**src/hw/rtl/query_score_average_core_assert.svh**
```systemverilog
// Assertion helpers for the core file, which checks its own logic.
// Every check samples on the rising edge of clock and is off during reset.
`ifndef QUERY_SCORE_AVERAGE_CORE_ASSERT_SVH
`define QUERY_SCORE_AVERAGE_CORE_ASSERT_SVH

// Same-cycle implication.
`define QSA_ASSERT_NOW(label, ante, cons) \
   label: assert property (@(posedge clock) disable iff (reset) (ante) |-> (cons)) \
      else $error("same-cycle check failed");

// Next-cycle implication.
`define QSA_ASSERT_NEXT(label, ante, cons) \
   label: assert property (@(posedge clock) disable iff (reset) (ante) |=> (cons)) \
      else $error("next-cycle check failed");

`endif

```
**src/hw/rtl/qsa_pkg.sv**
```systemverilog
`default_nettype none

package qsa_pkg;

   localparam int MAX_QUERIES = 64;
   localparam int SCORE_BITS  = 10;
   localparam int CNT_BITS    = $clog2(MAX_QUERIES + 1);
   localparam int SUM_BITS    = 20;
   localparam int OUT_BITS    = 13;
   localparam int MINREQ_BITS = 7;
   localparam int CMP_BITS    = (CNT_BITS > MINREQ_BITS) ? CNT_BITS : MINREQ_BITS;

   localparam int ZERO_POINT  = 320;
   localparam int OFFSET      = 100;
   localparam int NEG_DEFAULT = 640;

   localparam logic [SUM_BITS-1:0] SUM_MAX = '1;
   localparam logic [OUT_BITS-1:0] OUT_MAX = '1;

   // Squared-distance transform widths. The divide by OFFSET is a multiply by
   // a rounded-up reciprocal; the extra 7 bits of shift keep it exact.
   localparam int A_BITS      = SCORE_BITS + 1;
   localparam int SQ_BITS     = 2 * A_BITS;
   localparam int RECIP_SHIFT = SQ_BITS + 7;
   localparam int RECIP_BITS  = RECIP_SHIFT - 6;
   localparam int PROD_BITS   = SQ_BITS + RECIP_BITS;
   localparam int QUOT_BITS   = SQ_BITS - 6;
   localparam int T_BITS      = QUOT_BITS + 1;
   localparam int ADD_BITS    = ((SUM_BITS > T_BITS) ? SUM_BITS : T_BITS) + 1;
   localparam longint unsigned RECIP_FULL =
      ((64'd1 << RECIP_SHIFT) + 64'(OFFSET) - 64'd1) / 64'(OFFSET);
   localparam logic [RECIP_BITS-1:0] RECIP = RECIP_BITS'(RECIP_FULL);

   // Gene queue and divider.
   localparam int QDEPTH     = 2;
   localparam int QPTR_BITS  = (QDEPTH > 1) ? $clog2(QDEPTH) : 1;
   localparam int QCNT_BITS  = $clog2(QDEPTH + 1);
   localparam int DIV_STEPS  = SUM_BITS;
   localparam int STEP_BITS  = $clog2(DIV_STEPS);

   localparam int CSR_ADDR_BITS = 2;
   localparam int CSR_DATA_BITS = MINREQ_BITS;

   typedef enum logic [CSR_ADDR_BITS-1:0] {
      CSR_SQUARE_MODE   = 2'd0,
      CSR_NEGATIVE_MODE = 2'd1,
      CSR_MIN_NEEDED    = 2'd2
   } qsa_csr_addr_type;

   typedef enum logic [1:0] {
      BK_IDLE,
      BK_DIV,
      BK_EMIT
   } qsa_back_state_type;

   typedef struct packed {
      logic                   square_mode;
      logic                   negative_mode;
      logic [MINREQ_BITS-1:0] min_needed;
   } qsa_cfg_type;

   typedef struct packed {
      logic [SUM_BITS-1:0]    sum;
      logic [CNT_BITS-1:0]    nonzero;
      logic [CNT_BITS-1:0]    items;
      logic                   negative;
      logic [MINREQ_BITS-1:0] min_req;
   } qsa_gene_type;

   typedef struct packed {
      logic         valid;
      qsa_gene_type gene;
   } qsa_push_type;

   typedef struct packed {
      logic full;
      logic empty;
   } qsa_qstat_type;

   typedef struct packed {
      logic pop;
      logic emit;
   } qsa_back_stat_type;

endpackage

`default_nettype wire

```
**src/hw/rtl/qsa_if.sv**
```systemverilog
`default_nettype none

interface qsa_req_if import qsa_pkg::*; ();
   logic                  valid;
   logic                  ready;
   logic [SCORE_BITS-1:0] score;
   logic                  last;

   modport source (output valid, output score, output last, input ready);
   modport sink   (input valid, input score, input last, output ready);
endinterface

interface qsa_rsp_if import qsa_pkg::*; ();
   logic                valid;
   logic                ready;
   logic [OUT_BITS-1:0] gene_score;
   logic                below_minimum;

   modport source (output valid, output gene_score, output below_minimum, input ready);
   modport sink   (input valid, input gene_score, input below_minimum, output ready);
endinterface

interface qsa_csr_if import qsa_pkg::*; ();
   logic                     valid;
   logic                     ready;
   logic [CSR_ADDR_BITS-1:0] addr;
   logic [CSR_DATA_BITS-1:0] wdata;

   modport source (output valid, output addr, output wdata, input ready);
   modport sink   (input valid, input addr, input wdata, output ready);
endinterface

`default_nettype wire

```
**src/hw/rtl/query_score_average_core.sv**
```systemverilog
`default_nettype none
// Channel   Role      Fields                         Handshake
// req_ch    input     score[9:0], last               valid/ready
// rsp_ch    output    gene_score[12:0], below_minimum valid/ready
// csr_ch    config    addr[1:0], wdata[6:0]          valid/ready, ready always high
//
// The front takes one score item per cycle while not stalled and runs it
// through a three-stage transform and accumulate pipeline; a closing item
// enters the gene queue. The back retires one gene at a time: pop, 20 steps
// of the single-bit restoring divider, emit; a default skips the divider.
// Reset is synchronous and active high; it clears all control state and the
// accumulators, and sets the minimum nonzero count to 1.
// The front stalls only when a closing item meets a full two-entry queue; the
// result register holds its item until the consumer takes it.

`include "query_score_average_core_assert.svh"

module query_score_average_core import qsa_pkg::*; (
   input  logic      clock,
   input  logic      reset,
   qsa_req_if.sink   req_ch,
   qsa_rsp_if.source rsp_ch,
   qsa_csr_if.sink   csr_ch
);

   // Configuration registers. The user must write them only while the block
   // is idle; the block does not enforce it. The front reads them directly.
   logic                   square_mode_ff, square_mode_in;
   logic                   negative_mode_ff, negative_mode_in;
   logic [MINREQ_BITS-1:0] min_needed_ff, min_needed_in;
   qsa_cfg_type            cfg;

   qsa_push_type           push;
   qsa_gene_type           head;
   qsa_qstat_type          qstat;
   qsa_back_stat_type      bstat;

   assign csr_ch.ready = 1'b1;

   always_comb begin
      square_mode_in   = square_mode_ff;
      negative_mode_in = negative_mode_ff;
      min_needed_in    = min_needed_ff;
      if (csr_ch.valid && csr_ch.ready) begin
         unique case (csr_ch.addr)
            CSR_SQUARE_MODE:   square_mode_in   = csr_ch.wdata[0];
            CSR_NEGATIVE_MODE: negative_mode_in = csr_ch.wdata[0];
            CSR_MIN_NEEDED:    min_needed_in    = csr_ch.wdata;
            default: begin
               // Writes to unused addresses are dropped.
               square_mode_in = square_mode_ff;
            end
         endcase
      end
   end

   always_ff @(posedge clock) begin
      if (reset) begin
         square_mode_ff   <= 1'b0;
         negative_mode_ff <= 1'b0;
         min_needed_ff    <= MINREQ_BITS'(1);
      end else begin
         square_mode_ff   <= square_mode_in;
         negative_mode_ff <= negative_mode_in;
         min_needed_ff    <= min_needed_in;
      end
   end

   assign cfg.square_mode   = square_mode_ff;
   assign cfg.negative_mode = negative_mode_ff;
   assign cfg.min_needed    = min_needed_ff;

   // Front: accept, transform and accumulate scores of the open gene.
   qsa_front u_front (
      .clock  (clock),
      .reset  (reset),
      .req_ch (req_ch),
      .cfg    (cfg),
      .qstat  (qstat),
      .push   (push)
   );

   // Closed genes wait here until the back is free.
   qsa_queue u_queue (
      .clock (clock),
      .reset (reset),
      .push  (push),
      .pop   (bstat.pop),
      .head  (head),
      .qstat (qstat)
   );

   // Back: pick the divisor or the default, divide, and present the result.
   qsa_back u_back (
      .clock  (clock),
      .reset  (reset),
      .head   (head),
      .qstat  (qstat),
      .bstat  (bstat),
      .rsp_ch (rsp_ch)
   );

   // A closed gene must never be lost to a full queue.
   `QSA_ASSERT_NOW(a_no_push_when_full, push.valid, !qstat.full)
   // The back never takes a gene from an empty queue.
   `QSA_ASSERT_NOW(a_no_pop_when_empty, bstat.pop, !qstat.empty)
   // A result appears on the port only after the back hands one over.
   `QSA_ASSERT_NOW(a_rsp_from_emit, $rose(rsp_ch.valid), $past(bstat.emit))
   // A handed-over result is always on the port the next cycle.
   `QSA_ASSERT_NEXT(a_emit_shows, bstat.emit, rsp_ch.valid)

endmodule

`default_nettype wire

```
**src/hw/rtl/qsa_front.sv**
```systemverilog
`default_nettype none

module qsa_front import qsa_pkg::*; (
   input  logic         clock,
   input  logic         reset,
   qsa_req_if.sink      req_ch,
   input  qsa_cfg_type  cfg,
   input  qsa_qstat_type qstat,
   output qsa_push_type push
);

   logic                  adv;
   logic [A_BITS-1:0]     score_ext;
   logic [A_BITS-1:0]     zero_ext;
   logic [A_BITS-1:0]     zdist;
   logic [A_BITS-1:0]     shifted;
   logic [SQ_BITS-1:0]    square;

   logic                  s1_valid_ff, s1_valid_in;
   logic [SQ_BITS-1:0]    s1_sq_ff;
   logic [SCORE_BITS-1:0] s1_score_ff;
   logic                  s1_last_ff, s1_nz_ff, s1_square_ff;

   logic [PROD_BITS-1:0]  recip_prod;
   logic [QUOT_BITS-1:0]  quot;
   logic [T_BITS-1:0]     add_val;

   logic                  s2_valid_ff, s2_valid_in;
   logic [T_BITS-1:0]     s2_add_ff;
   logic                  s2_last_ff, s2_nz_ff;

   logic [SUM_BITS-1:0]   sum_ff, sum_in, sum_new;
   logic [CNT_BITS-1:0]   nz_ff, nz_in, nz_new;
   logic [CNT_BITS-1:0]   items_ff, items_in, items_new;
   logic [ADD_BITS-1:0]   wide_sum;

   // The whole front moves together; it only stops when a closing item
   // meets a full queue.
   assign adv          = !(s2_valid_ff && s2_last_ff && qstat.full);
   assign req_ch.ready = adv;

   // Stage 1: distance from the zero point, offset and square.
   assign score_ext = A_BITS'(req_ch.score);
   assign zero_ext  = A_BITS'(ZERO_POINT);
   assign zdist     = (score_ext >= zero_ext) ? (score_ext - zero_ext)
                                              : (zero_ext - score_ext);
   assign shifted   = zdist + A_BITS'(OFFSET);
   assign square    = SQ_BITS'(shifted) * SQ_BITS'(shifted);
   assign s1_valid_in = adv ? (req_ch.valid && req_ch.ready) : s1_valid_ff;

   // Stage 2: exact floor divide by offset via reciprocal, or raw score.
   assign recip_prod  = PROD_BITS'(s1_sq_ff) * PROD_BITS'(RECIP);
   assign quot        = recip_prod[PROD_BITS-1 -: QUOT_BITS];
   assign add_val     = s1_square_ff ? (T_BITS'(quot) + T_BITS'(ZERO_POINT))
                                     : T_BITS'(s1_score_ff);
   assign s2_valid_in = adv ? s1_valid_ff : s2_valid_ff;

   // Stage 3: accumulate, close the gene into the queue.
   always_comb begin
      sum_new   = sum_ff;
      nz_new    = nz_ff;
      items_new = items_ff;
      wide_sum  = ADD_BITS'(sum_ff) + ADD_BITS'(s2_add_ff);
      if (s2_valid_ff && (items_ff < CNT_BITS'(MAX_QUERIES))) begin
         items_new = items_ff + CNT_BITS'(1);
         if (s2_nz_ff) begin
            sum_new = (wide_sum > ADD_BITS'(SUM_MAX)) ? SUM_MAX : wide_sum[SUM_BITS-1:0];
            nz_new  = nz_ff + CNT_BITS'(1);
         end
      end

      push.valid         = adv && s2_valid_ff && s2_last_ff;
      push.gene.sum      = sum_new;
      push.gene.nonzero  = nz_new;
      push.gene.items    = items_new;
      push.gene.negative = cfg.negative_mode;
      push.gene.min_req  = cfg.min_needed;

      sum_in   = sum_ff;
      nz_in    = nz_ff;
      items_in = items_ff;
      if (push.valid) begin
         sum_in   = '0;
         nz_in    = '0;
         items_in = '0;
      end else if (adv && s2_valid_ff) begin
         sum_in   = sum_new;
         nz_in    = nz_new;
         items_in = items_new;
      end
   end

   always_ff @(posedge clock) begin
      if (reset) begin
         s1_valid_ff <= 1'b0;
         s2_valid_ff <= 1'b0;
         sum_ff      <= '0;
         nz_ff       <= '0;
         items_ff    <= '0;
      end else begin
         s1_valid_ff <= s1_valid_in;
         s2_valid_ff <= s2_valid_in;
         sum_ff      <= sum_in;
         nz_ff       <= nz_in;
         items_ff    <= items_in;
      end
   end

   always_ff @(posedge clock) begin
      if (adv) begin
         s1_sq_ff     <= square;
         s1_score_ff  <= req_ch.score;
         s1_last_ff   <= req_ch.last;
         s1_nz_ff     <= (req_ch.score != '0);
         s1_square_ff <= cfg.square_mode;
         s2_add_ff    <= add_val;
         s2_last_ff   <= s1_last_ff;
         s2_nz_ff     <= s1_nz_ff;
      end
   end

endmodule

`default_nettype wire

```
**src/hw/rtl/qsa_queue.sv**
```systemverilog
`default_nettype none

module qsa_queue import qsa_pkg::*; (
   input  logic          clock,
   input  logic          reset,
   input  qsa_push_type  push,
   input  logic          pop,
   output qsa_gene_type  head,
   output qsa_qstat_type qstat
);

   qsa_gene_type         entries_ff [QDEPTH];
   logic [QPTR_BITS-1:0] wr_ptr_ff, wr_ptr_in;
   logic [QPTR_BITS-1:0] rd_ptr_ff, rd_ptr_in;
   logic [QCNT_BITS-1:0] count_ff, count_in;
   logic                 do_push, do_pop;

   assign qstat.full  = (count_ff == QCNT_BITS'(QDEPTH));
   assign qstat.empty = (count_ff == '0);
   assign head        = entries_ff[rd_ptr_ff];
   assign do_push     = push.valid && !qstat.full;
   assign do_pop      = pop && !qstat.empty;

   always_comb begin
      wr_ptr_in = wr_ptr_ff;
      rd_ptr_in = rd_ptr_ff;
      count_in  = count_ff;
      if (do_push) begin
         wr_ptr_in = (wr_ptr_ff == QPTR_BITS'(QDEPTH - 1)) ? '0 : wr_ptr_ff + QPTR_BITS'(1);
      end
      if (do_pop) begin
         rd_ptr_in = (rd_ptr_ff == QPTR_BITS'(QDEPTH - 1)) ? '0 : rd_ptr_ff + QPTR_BITS'(1);
      end
      if (do_push && !do_pop) begin
         count_in = count_ff + QCNT_BITS'(1);
      end else if (do_pop && !do_push) begin
         count_in = count_ff - QCNT_BITS'(1);
      end
   end

   always_ff @(posedge clock) begin
      if (reset) begin
         wr_ptr_ff <= '0;
         rd_ptr_ff <= '0;
         count_ff  <= '0;
      end else begin
         wr_ptr_ff <= wr_ptr_in;
         rd_ptr_ff <= rd_ptr_in;
         count_ff  <= count_in;
      end
   end

   always_ff @(posedge clock) begin
      if (do_push) begin
         entries_ff[wr_ptr_ff] <= push.gene;
      end
   end

endmodule

`default_nettype wire

```
**src/hw/rtl/qsa_back.sv**
```systemverilog
`default_nettype none

module qsa_back import qsa_pkg::*; (
   input  logic              clock,
   input  logic              reset,
   input  qsa_gene_type      head,
   input  qsa_qstat_type     qstat,
   output qsa_back_stat_type bstat,
   qsa_rsp_if.source         rsp_ch
);

   qsa_back_state_type     state_ff, state_in;
   logic [SUM_BITS-1:0]    quo_ff, quo_in;
   logic [CNT_BITS-1:0]    rem_ff, rem_in;
   logic [CNT_BITS-1:0]    div_ff, div_in;
   logic [STEP_BITS-1:0]   step_ff, step_in;
   logic                   flag_ff, flag_in;
   logic                   rsp_valid_ff, rsp_valid_in;
   logic [OUT_BITS-1:0]    rsp_score_ff;
   logic                   rsp_flag_ff;

   logic [MINREQ_BITS-1:0] req_eff;
   logic                   by_items;
   logic                   use_default;
   logic [CNT_BITS:0]      trial;
   logic [OUT_BITS-1:0]    result;

   assign req_eff  = (head.min_req == '0) ? MINREQ_BITS'(1) : head.min_req;
   assign by_items = (req_eff == MINREQ_BITS'(1));
   assign use_default = (head.nonzero == '0) ||
      (!by_items && (CMP_BITS'(head.nonzero) < CMP_BITS'(req_eff)));
   assign trial  = {rem_ff, quo_ff[SUM_BITS-1]};
   assign result = (quo_ff > SUM_BITS'(OUT_MAX)) ? OUT_MAX : quo_ff[OUT_BITS-1:0];

   always_comb begin
      state_in     = state_ff;
      quo_in       = quo_ff;
      rem_in       = rem_ff;
      div_in       = div_ff;
      step_in      = step_ff;
      flag_in      = flag_ff;
      bstat.pop    = 1'b0;
      bstat.emit   = 1'b0;
      unique case (state_ff)
         BK_IDLE: begin
            if (!qstat.empty) begin
               bstat.pop = 1'b1;
               if (use_default) begin
                  quo_in   = head.negative ? SUM_BITS'(NEG_DEFAULT) : '0;
                  flag_in  = 1'b1;
                  state_in = BK_EMIT;
               end else begin
                  quo_in   = head.sum;
                  rem_in   = '0;
                  div_in   = by_items ? head.items : head.nonzero;
                  step_in  = '0;
                  flag_in  = 1'b0;
                  state_in = BK_DIV;
               end
            end
         end
         BK_DIV: begin
            // Restoring division, one quotient bit per cycle.
            if (trial >= {1'b0, div_ff}) begin
               rem_in = CNT_BITS'(trial - {1'b0, div_ff});
               quo_in = {quo_ff[SUM_BITS-2:0], 1'b1};
            end else begin
               rem_in = trial[CNT_BITS-1:0];
               quo_in = {quo_ff[SUM_BITS-2:0], 1'b0};
            end
            step_in = step_ff + STEP_BITS'(1);
            if (step_ff == STEP_BITS'(DIV_STEPS - 1)) begin
               state_in = BK_EMIT;
            end
         end
         BK_EMIT: begin
            if (!rsp_valid_ff || rsp_ch.ready) begin
               bstat.emit = 1'b1;
               state_in   = BK_IDLE;
            end
         end
         default: begin
            state_in = BK_IDLE;
         end
      endcase
   end

   assign rsp_valid_in = bstat.emit ? 1'b1 : (rsp_ch.ready ? 1'b0 : rsp_valid_ff);

   always_ff @(posedge clock) begin
      if (reset) begin
         state_ff     <= BK_IDLE;
         rsp_valid_ff <= 1'b0;
      end else begin
         state_ff     <= state_in;
         rsp_valid_ff <= rsp_valid_in;
      end
   end

   always_ff @(posedge clock) begin
      quo_ff  <= quo_in;
      rem_ff  <= rem_in;
      div_ff  <= div_in;
      step_ff <= step_in;
      flag_ff <= flag_in;
      if (bstat.emit) begin
         rsp_score_ff <= result;
         rsp_flag_ff  <= flag_ff;
      end
   end

   assign rsp_ch.valid         = rsp_valid_ff;
   assign rsp_ch.gene_score    = rsp_score_ff;
   assign rsp_ch.below_minimum = rsp_flag_ff;

endmodule

`default_nettype wire

```
**src/flat_wrapper.sv**
```systemverilog
// flat-port wrapper written by rule: the top's interface ports become plain ports
module query_score_average_core_flat import qsa_pkg::*;
  (clock, reset, req_ch_valid, req_ch_score, req_ch_last, req_ch_ready, rsp_ch_valid, rsp_ch_gene_score, rsp_ch_below_minimum, rsp_ch_ready, csr_ch_valid, csr_ch_addr, csr_ch_wdata, csr_ch_ready);
  qsa_req_if req_ch_i ();
  qsa_rsp_if rsp_ch_i ();
  qsa_csr_if csr_ch_i ();
  input  logic clock;
  input  logic reset;
  input wire logic [$bits(req_ch_i.valid)-1:0] req_ch_valid;
  input wire logic [$bits(req_ch_i.score)-1:0] req_ch_score;
  input wire logic [$bits(req_ch_i.last)-1:0] req_ch_last;
  output wire logic [$bits(req_ch_i.ready)-1:0] req_ch_ready;
  output wire logic [$bits(rsp_ch_i.valid)-1:0] rsp_ch_valid;
  output wire logic [$bits(rsp_ch_i.gene_score)-1:0] rsp_ch_gene_score;
  output wire logic [$bits(rsp_ch_i.below_minimum)-1:0] rsp_ch_below_minimum;
  input wire logic [$bits(rsp_ch_i.ready)-1:0] rsp_ch_ready;
  input wire logic [$bits(csr_ch_i.valid)-1:0] csr_ch_valid;
  input wire logic [$bits(csr_ch_i.addr)-1:0] csr_ch_addr;
  input wire logic [$bits(csr_ch_i.wdata)-1:0] csr_ch_wdata;
  output wire logic [$bits(csr_ch_i.ready)-1:0] csr_ch_ready;
  assign req_ch_i.valid = req_ch_valid;
  assign req_ch_i.score = req_ch_score;
  assign req_ch_i.last = req_ch_last;
  assign req_ch_ready = req_ch_i.ready;
  assign rsp_ch_valid = rsp_ch_i.valid;
  assign rsp_ch_gene_score = rsp_ch_i.gene_score;
  assign rsp_ch_below_minimum = rsp_ch_i.below_minimum;
  assign rsp_ch_i.ready = rsp_ch_ready;
  assign csr_ch_i.valid = csr_ch_valid;
  assign csr_ch_i.addr = csr_ch_addr;
  assign csr_ch_i.wdata = csr_ch_wdata;
  assign csr_ch_ready = csr_ch_i.ready;
  query_score_average_core u_core (.clock(clock), .reset(reset), .req_ch(req_ch_i), .rsp_ch(rsp_ch_i), .csr_ch(csr_ch_i));
endmodule
```
**config.mk**
```make
export PLATFORM = sky130hd
export DESIGN_NAME = query_score_average_core_flat
export DESIGN_NICKNAME = d
export VERILOG_FILES = /design/src/hw/rtl/qsa_pkg.sv /design/src/hw/rtl/qsa_if.sv /design/src/hw/rtl/query_score_average_core.sv /design/src/hw/rtl/qsa_front.sv /design/src/hw/rtl/qsa_queue.sv /design/src/hw/rtl/qsa_back.sv /design/src/flat_wrapper.sv
export VERILOG_INCLUDE_DIRS = /design/src /design/src/hw/rtl
export SDC_FILE = /design/constraint.sdc
export NUM_CORES = 1
export LEC_CHECK = 0
export ABC_CLOCK_PERIOD_IN_PS = 8800
export CAP_MARGIN = 10
export CELL_PAD_IN_SITES_DETAIL_PLACEMENT = 2
export CELL_PAD_IN_SITES_GLOBAL_PLACEMENT = 2
export CORE_ASPECT_RATIO = 0.8
export CORE_MARGIN = 2
export CORE_UTILIZATION = 40
export DETAILED_ROUTE_END_ITERATION = 8
export DONT_BUFFER_PORTS = 1
export PLACE_DENSITY_LB_ADDON = 0.2
export SYNTH_ARGS = -nofsm -noshare
export SYNTH_HDL_FRONTEND = slang
export SYNTH_HIERARCHICAL = 1
export SYNTH_SLANG_ARGS = --single-unit
```
**constraint.sdc**
```tcl
create_clock -name clock -period 8.8 [get_ports clock]
set_input_delay 0.88 -clock clock [delete_from_list [all_inputs] [get_ports clock]]
set_output_delay 0.88 -clock clock [all_outputs]
set_load 0.03 [all_outputs]
```
==> reports/metrics.yaml <==
run_status:
  outcome: "completed"
sta:
  hold_violations: 0
  grt_setup_unrepaired: "false"
  relSlewSlack_pct: 21.1
  period_minus_slack_ns: 8.23
  tightest_slew_ns: 1.18
  finalSetupViolCount: 0
  fin_crit_sh_pct: 93.5
  fin_tns_setup_ns: 0
  fmax_ghz: 0.121
  whs_ns: 0.376
  clock_skew_ns: 0.0406
  drv_slew: 0
  layout_setup_ws_ns: 0.568
critical_path:
  rr_endpoint: "u_core/u_front/s2_add_ff[14]"
  max_stage_delay_ns: 0.55
  worstSetupEndpoint: "u_core/u_front/s1_sq_ff[21]"
  r2r-start: "u_core/u_front/s1_sq_ff[12]"
  crit_top_cell: "fa_1"
  path_depth: 29
  cp.arrival_ns: 8.57
  worstRegToRegCells: 23
  crit_family: "adder cells"
  start_kind: "primary input"
  required_ns: 9.14
  cp.buffers_inverters: 6
  worstPathMaxFanout: 12
  r2r_slack_ns: 0.97
  crit_start: "req_ch_score[0]"
  endpoint_kind: "register"
  crit_slowest_cell: "or4b_4"
  worstSetupPathType: "in -> reg"
place:
  place_area_um2: 24800
  gp_congestion: 0.875
  io_buffers: 0
  hpwl_mm: 56.4
  pre_cts_ws_ns: -0.242
cts:
  clk_latency_ns: 0.58
  cts_tree: "built"
  cts_root_buf: "clkbuf_16"
  clk_pin_slew_ns: 0.08
  cts_sinks: 243
  cts_buffers: 28
  htree_levels: 1
  clk_path_buf_depth: 3
  post-cts-setup-buffer-count: 0
route:
  vias_per_cell: 5.30
  dr.pass1.iters: 4
  met2_length_mm: 31.8
  drt-initial-drc-count: 707
  routed-via-count: 16500
  top_layer_used: "met4"
  detail_route.wl_per_cell_um: 21.8
  drc: 0
  drtAntennaViolNets: 0
  wl_met3_mm: 1.73
  wl_met1_mm: 33.6
  drt_wl_total_mm: 67.9
die:
  die_x_um: 277
  start_util_pct: 40.3
  io_pins: 42
  design.core.area_um2: 59400
  rows: 80
  die_y_um: 223
  die-area_um2: 61800
global_routing:
  grt_pass1_wl_mm: 108
  gr-total-overflow: 0
  grt_antenna_before_repair: 1
  grtUsageTotal_pct: 22.4
  grt_pass1_vias: 19100
  grt_start_max_net_pins: 43
yosys:
  synth_area_um2: 23900
  yosysWarnings: 6
  netlist_instances: 2315
  postSynthAreaPerCell_um2: 10.3
worst_hold_path:
  hp-class: "in -> reg"
cells_and_area:
  register_area_um2: 6770
  final_area_um2: 25700
  multi_input_area_um2: 15300
  fillCellCount: 6194
  area_delta_synth_final_pct: 7.48
  nets: 2900
  drive_above_1_share_pct: 8.41
job:
  maxCapViolations: 0
[layout by cell type, fill, tap and decap left out, types with 18 or more instances in the layout]
cell type  instances
dfxtp_1           52
mux2_2            58
or2_2             23
edfxtp_1         190
nor2_1           172
nand2b_1          40
buf_4             21
a21o_1            22
xnor2_1           51
xor2_1            44
inv_1            431
a21oi_1           98
o21ai_2           18
a31oi_1           18
nor3_1            32
nand3_1           30
nand2_1          102
fa_1             239
o21ai_0           76
clkbuf_16         29
ha_1             327
[final cells by class]
type,count,share of cell area [%]
Antenna cell,2,0.0195
Clock buffer,42,3.13
Clock inverter,10,0.462
Inverter,434,6.33
Multi-Input combinational cell,1581,59.3
Sequential cell,243,26.3
Tap cell,779,3.79
Timing Repair Buffer,21,0.613
[stage by stage]
stage / utilization (%) / cells
finish: 43.3 / 3112
global placement: 41.7 / 3058
floorplan: - / 2321
detailed placement: 41.7 / 3058
global route: 43.3 / 3111
CTS: 43.3 / 3110
[layer usage]
metal / vias up / global-route usage (%)
li1: 7694 / -
met1: 8614 / 32.0
met2: 149 / 37.7
met3: 45 / 2.47
met4: 0 / 3.07
met5: - / 0
[timing repair]
item                                    in CTS  in global routing
endpoints found under the setup margin       0                  4
resized for setup                            0                  3
hold buffers                                 0                  0
[flip-flops by register name, summed over array words and instances, names as in the netlist, 2 cells and up, named ones only]
signal,count
u_core/u_back/quo_ff,20
u_core/u_front/s1_score_ff,9
u_core/u_queue/count_ff,2
u_core/u_front/s1_sq_ff,21
u_core/u_front/sum_ff,20
u_core/u_back/step_ff,5
u_core/u_back/div_ff,7
u_core/u_queue/entries_ff,84
u_core/min_needed_ff,7
u_core/u_back/rsp_ch.gene_score,13
u_core/u_back/state_ff,2
u_core/u_back/rem_ff,7
u_core/u_front/s2_add_ff,17
u_core/u_front/nz_ff,7
u_core/u_front/items_ff,7
[worst min path at each step]
stage / cells after the start / end / start / slack [ns]
floorplan: 0 / u_core/u_back/rsp_ch.below_minimum / u_core/u_back/flag_ff / 0.40
global placement: 0 / u_core/u_front/s2_nz_ff / u_core/u_front/s1_nz_ff / 0.41
detailed placement: 0 / u_core/u_front/s2_last_ff / u_core/u_front/s1_last_ff / 0.41
CTS: 1 / u_core/u_queue/wr_ptr_ff / reset / 0.35
global route: 1 / register / reset / 0.35
finish: 1 / u_core/u_queue/count_ff[0] / reset / 0.38
Power is not shown: default switching activity piles up to over one toggle a cycle in this logic, so the estimate is an artifact.
